===== src/hdl/srsbr_pkg.sv =====
// ----------------------------------------------------------------------------
// srsbr_pkg
// Shared widths, constants and control types of the replacement engine.
// ----------------------------------------------------------------------------
package srsbr_pkg;

   localparam int NUM_SETS_DEF = 2048;
   localparam int NUM_WAYS_DEF = 16;

   localparam int SET_IN_W  = 11;
   localparam int WAY_IN_W  = 4;
   localparam int ADDR_W    = 64;
   localparam int PC_W      = 64;
   localparam int RRV_W     = 2;
   localparam int SIG_W     = 6;
   localparam int SCNT_W    = 2;
   localparam int STREAM_W  = 3;

   localparam logic             CMD_VICTIM   = 1'b0;
   localparam logic             CMD_UPDATE   = 1'b1;

   localparam logic [RRV_W-1:0] RRV_MAX      = 2'd3;
   localparam logic [RRV_W-1:0] RRV_INIT     = 2'd2;
   localparam logic [RRV_W-1:0] RRV_NEAR     = 2'd0;

   localparam logic [SCNT_W-1:0] SCNT_INIT   = 2'd1;
   localparam logic [SCNT_W-1:0] SCNT_MAX    = 2'd3;
   localparam logic [SCNT_W-1:0] HOT_LEVEL   = 2'd2;

   localparam logic [STREAM_W-1:0] STREAM_SAT = 3'd4;
   localparam logic [STREAM_W-1:0] STREAM_ON  = 3'd3;

   typedef struct packed {
      logic [ADDR_W-1:0]   prev_address;
      logic [ADDR_W-1:0]   prev_stride;
      logic [STREAM_W-1:0] stream_count;
   } det_type;

   typedef struct packed {
      logic clear_step;
      logic capture;
      logic set_read;
      logic stage1;
      logic stage2;
      logic finish_upd;
      logic finish_vic;
   } cmd_type;

   typedef struct packed {
      logic clear_last;
      logic is_update;
   } status_type;

endpackage


===== src/hdl/srsbr_ctrl.sv =====
// ----------------------------------------------------------------------------
// srsbr_ctrl
// Sequencer: clearing pass, request capture and the per-command steps.
// ----------------------------------------------------------------------------
module srsbr_ctrl (
   input  logic                  clock,
   input  logic                  reset,
   input  logic                  req_valid,
   output logic                  req_ready,
   input  logic                  rsp_ready,
   output logic                  rsp_valid,
   input  srsbr_pkg::status_type status,
   output srsbr_pkg::cmd_type    cmd
);

   typedef enum logic [2:0] {
      S_CLEAR, S_IDLE, S_READ, S_VICTIM, S_STAGE1, S_STAGE2, S_STAGE3
   } state_type;

   state_type state_ff, state_in;
   logic      rsp_valid_ff, rsp_valid_in;
   logic      out_free;

   assign out_free  = !rsp_valid_ff || rsp_ready;
   assign req_ready = (state_ff == S_IDLE);
   assign rsp_valid = rsp_valid_ff;

   always_comb begin
      cmd          = '0;
      state_in     = state_ff;
      rsp_valid_in = rsp_valid_ff && !rsp_ready;
      case (state_ff)
         S_CLEAR: begin
            cmd.clear_step = 1'b1;
            if (status.clear_last) state_in = S_IDLE;
         end
         S_IDLE: begin
            if (req_valid) begin
               cmd.capture = 1'b1;
               state_in    = S_READ;
            end
         end
         S_READ: begin
            cmd.set_read = 1'b1;
            state_in     = status.is_update ? S_STAGE1 : S_VICTIM;
         end
         S_VICTIM: begin
            if (out_free) begin
               cmd.finish_vic = 1'b1;
               rsp_valid_in   = 1'b1;
               state_in       = S_IDLE;
            end
         end
         S_STAGE1: begin
            cmd.stage1 = 1'b1;
            state_in   = S_STAGE2;
         end
         S_STAGE2: begin
            cmd.stage2 = 1'b1;
            state_in   = S_STAGE3;
         end
         S_STAGE3: begin
            if (out_free) begin
               cmd.finish_upd = 1'b1;
               rsp_valid_in   = 1'b1;
               state_in       = S_IDLE;
            end
         end
         default: state_in = S_CLEAR;
      endcase
   end

   always_ff @(posedge clock) begin
      if (reset) begin
         state_ff     <= S_CLEAR;
         rsp_valid_ff <= 1'b0;
      end else begin
         state_ff     <= state_in;
         rsp_valid_ff <= rsp_valid_in;
      end
   end

endmodule


===== config.mk =====
export PLATFORM = sky130hd
export DESIGN_NAME = srsbr_ctrl
export DESIGN_NICKNAME = d
export VERILOG_FILES = /design/src/hdl/srsbr_pkg.sv /design/src/hdl/srsbr_ctrl.sv
export SDC_FILE = /design/constraint.sdc
export NUM_CORES = 1
export LEC_CHECK = 0
export BUFFER_PORTS_ARGS = -buffer_cell sky130_fd_sc_hd__buf_2
export CELL_PAD_IN_SITES_DETAIL_PLACEMENT = 0
export CELL_PAD_IN_SITES_GLOBAL_PLACEMENT = 2
export CORE_MARGIN = 2
export CORE_UTILIZATION = 21
export CTS_BUF_LIST = sky130_fd_sc_hd__clkbuf_16
export DETAILED_ROUTE_END_ITERATION = 6
export HOLD_SLACK_MARGIN = 0.06
export PLACE_DENSITY = 0.71
export SYNTH_ARGS = -nofsm -noshare
export SYNTH_HDL_FRONTEND = slang
export SYNTH_SLANG_ARGS = --single-unit

===== constraint.sdc =====
create_clock -name clock -period 1.25 [get_ports clock]
set_clock_uncertainty 0.2 [all_clocks]
set_input_delay 0.0625 -clock clock [delete_from_list [all_inputs] [get_ports clock]]
set_output_delay 0.0625 -clock clock [all_outputs]
set_load 0.005 [all_outputs]

==> results.toml <==
[synth]
synth_mux_area_share_pct = 0
synth_cells = 38
yosysWarnings = 0
synth_ff_type = "dfxtp_1"
yosysUniqueCellTypes = 23
ys_ff_latch = 4
synth_compound_area_share_pct = 21.4
synth_fp_nets = 44
ys_seq_area_share_pct = 24.1
synth.top_cell.area_share_pct = 24.1
synth-edff-count = 0
synthAdderAreaFrac_pct = 0
syn-cell-area_um2 = 333
synth.area.top_cells = "dfxtp_1, buf_6, nand2b_1"
synth_top_family_by_area = "simple AND/OR/NAND/NOR gates"
async_flop_share_pct = 0
synth-simple-area-share_pct = 43.2
syn_avg_cell_area_um2 = 8.76
synth.largest_area_cell = "dfxtp_1"
synthTopCellsByCount = "dfxtp_1, buf_6, nand2b_1, nor2_1, nor2b_1"
synth_xor_area_share_pct = 0
synth.most_common_cell = "dfxtp_1"

[worst_setup_path]
slowest_stage = "dfxtp_4"
critPathArrivalTime_ns = 1.05
crit_cells = 3
crit_type = "flop to output port"
cp_max_fo = 5
cp-startpoint = "state_ff[0]"
r2r_start = "state_ff[0]"
worst-path-buf-inv = 1
crit_path_end_kind = "output port"
r2r_cells = 4
worstPathCellList = "and2b_1 -> and3_1 -> buf_2"
required_ns = 0.99
crit_family = "simple AND/OR/NAND/NOR gates"
max_stage_delay_ns = 0.34
worstSetupStartpointType = "flop"

[final_layout]
fin_nets = 67
nFillCells = 149
final_area_um2 = 613
drive_gt1_share_pct = 67.8
antenna_cells = 0
syn2layout_area_growth_pct = 84.2
final_util_pct = 41.2

[die]
rows = 14
io_pins = 15
coreArea_mm2 = 0.00149
die_x_um = 43.8
die_h_um = 43.8
die-area_mm2 = 0.00192
start_util_pct = 22.4

[placed_design]
portBuffers = 14
dpl_cell_area_um2 = 419
gp_congestion = 0.719

[clocking]
cts_hold_buf = 2
clkLatencyLatePin_ns = 0.22
cts_buffers = 3
clk_pin_slew_worst_paths_ns = 0.03
cts_buffer_depth = 2
cts.sinks = 4
cts_tree = "built"
cts-root-buf = "clkbuf_16"
h-tree-depth = 1

[grt]
first_global_vias = 354
grt_pass1_wl_um = 1390
track_usage_pct = 9.85
grt_overflow = 0
grt_max_degree = 8
antenna_found_initial = 0

[timing]
relSlewSlack_pct = 85.0
final-hold-violation-count = 1
hold-worst-slack_ns = -0.0310
drv_slew = 0
fmax_mhz = 765
fin_crit_ns = 1.31
tns_ns = -0.218
worst_pin_slew_ns = 0.223
setup_slack_ns = -0.0579
rsz0062_at_grt = "yes"
finalSetupViolCount = 6
period_share_pct = 105

[power]
switchingPower_w = 0.000168
peakVddDrop_mv = 0.737
p_seq_share_pct = 18.7
sw_frac_of_total_pct = 20.8
clockPowerShare_pct = 61.3
p_comb_share_pct = 20.0
p_int_w = 0.000640
p_leak_nw = 0.288
p_per_area_mw_per_mm2 = 1320

[hold_path]
worstHoldStart = "rsp_ready"
hold_depth = 3
hp-class = "input port to flop"

[detailed_routing]
drt-total-wl_um = 828
final_antenna_net_count = 0
wire_per_inst_um = 11.0
via_per_inst = 4.77
drtPass1Iterations = 2
drc_errors = 0
drtIter0Drc = 1
via_count = 358

[outcome]
outcome = "complete, but fails checks"
violations = "hold timing, setup timing"

[run]
maxCapViolCount = 0
==> worst register-to-register path: cells and delay by family (launching register included) <==
kind,cells,cell delay (ns)
DFF,1,0.34
AOI/OAI and AO/OA,2,0.28
buffers and inverters,1,0.16
and+or+nand+nor,1,0.19
==> power groups by stage <==
stage	logic, W	registers, W	clock network [W]
finish	0.000161	0.000151	0.000495
detailed placement	0.000112	0.000153	0
CTS	0.000148	0.000151	0.000505
global route	0.000175	0.000154	0.000511
floorplan	0.0000830	0.000144	0
global placement	0.000114	0.000153	0
==> state kept, by name, summed over array words and instances, names as in the netlist <==
name	count
state_ff	3
rsp_valid	1
==> layer usage <==
metal	wire length [um]	global-route usage [%]
met5	0	0
met4	8	7.27
met3	36	1.67
met2	409	15.0
met1	374	12.3
==> path summary, 6_finish.rpt <==
path         slack [ns]          end
min               -0.03    rsp_valid
min reg2reg        0.34    rsp_valid
max               -0.06       cmd[1]
max reg2reg       -0.03  state_ff[1]
==> placed cells by master, fill, tap and decap left out, types with 2 or more instances in the layout <==
master | netlist | routed
and3_1 | 2 | 2
nand2b_4 | 0 | 2
buf_4 | 0 | 3
a21oi_2 | 2 | 2
buf_2 | 0 | 12
buf_6 | 3 | 4
nand3b_1 | 2 | 2
nor2b_1 | 3 | 2
nor2b_4 | 0 | 2
clkbuf_16 | 0 | 3
dfxtp_4 | 0 | 3
==> metrics by stage <==
stage,worst slack [ns],instances,total power (W)
floorplan,0.0656,38,0.000227
global placement,-0.0481,69,0.000267
detailed placement,-0.0423,69,0.000265
CTS,-0.0621,76,0.000803
global route,-0.0932,75,0.000840
finish,-0.0579,75,0.000807
==> area by class of cell <==
class	count	area, um^2	area share, %
Tap cell	16	20.0	3.27
Sequential cell	4	91.3	14.9
Timing Repair Buffer	21	150	24.5
Multi-Input combinational cell	30	273	44.5
Inverter	1	3.75	0.612
Clock buffer	3	75.1	12.2
==> kinds of logic after synthesis <==
logic type / Yosys count
AO/OA/AOI/OAI: 9
flip-flops: 4
AND/OR/NAND/NOR: 21
buffers and inverters: 4
==> what timing repair did <==
| action | CTS | global route |
|---|---|---|
| setup endpoints to repair | 10 | 11 |
| pin swaps | 2 | 4 |
| endpoints found under the hold margin | 4 | 2 |
| resized for setup | 15 | 8 |
| setup buffers | 2 | 0 |
(Power assumes the default switching activity.)
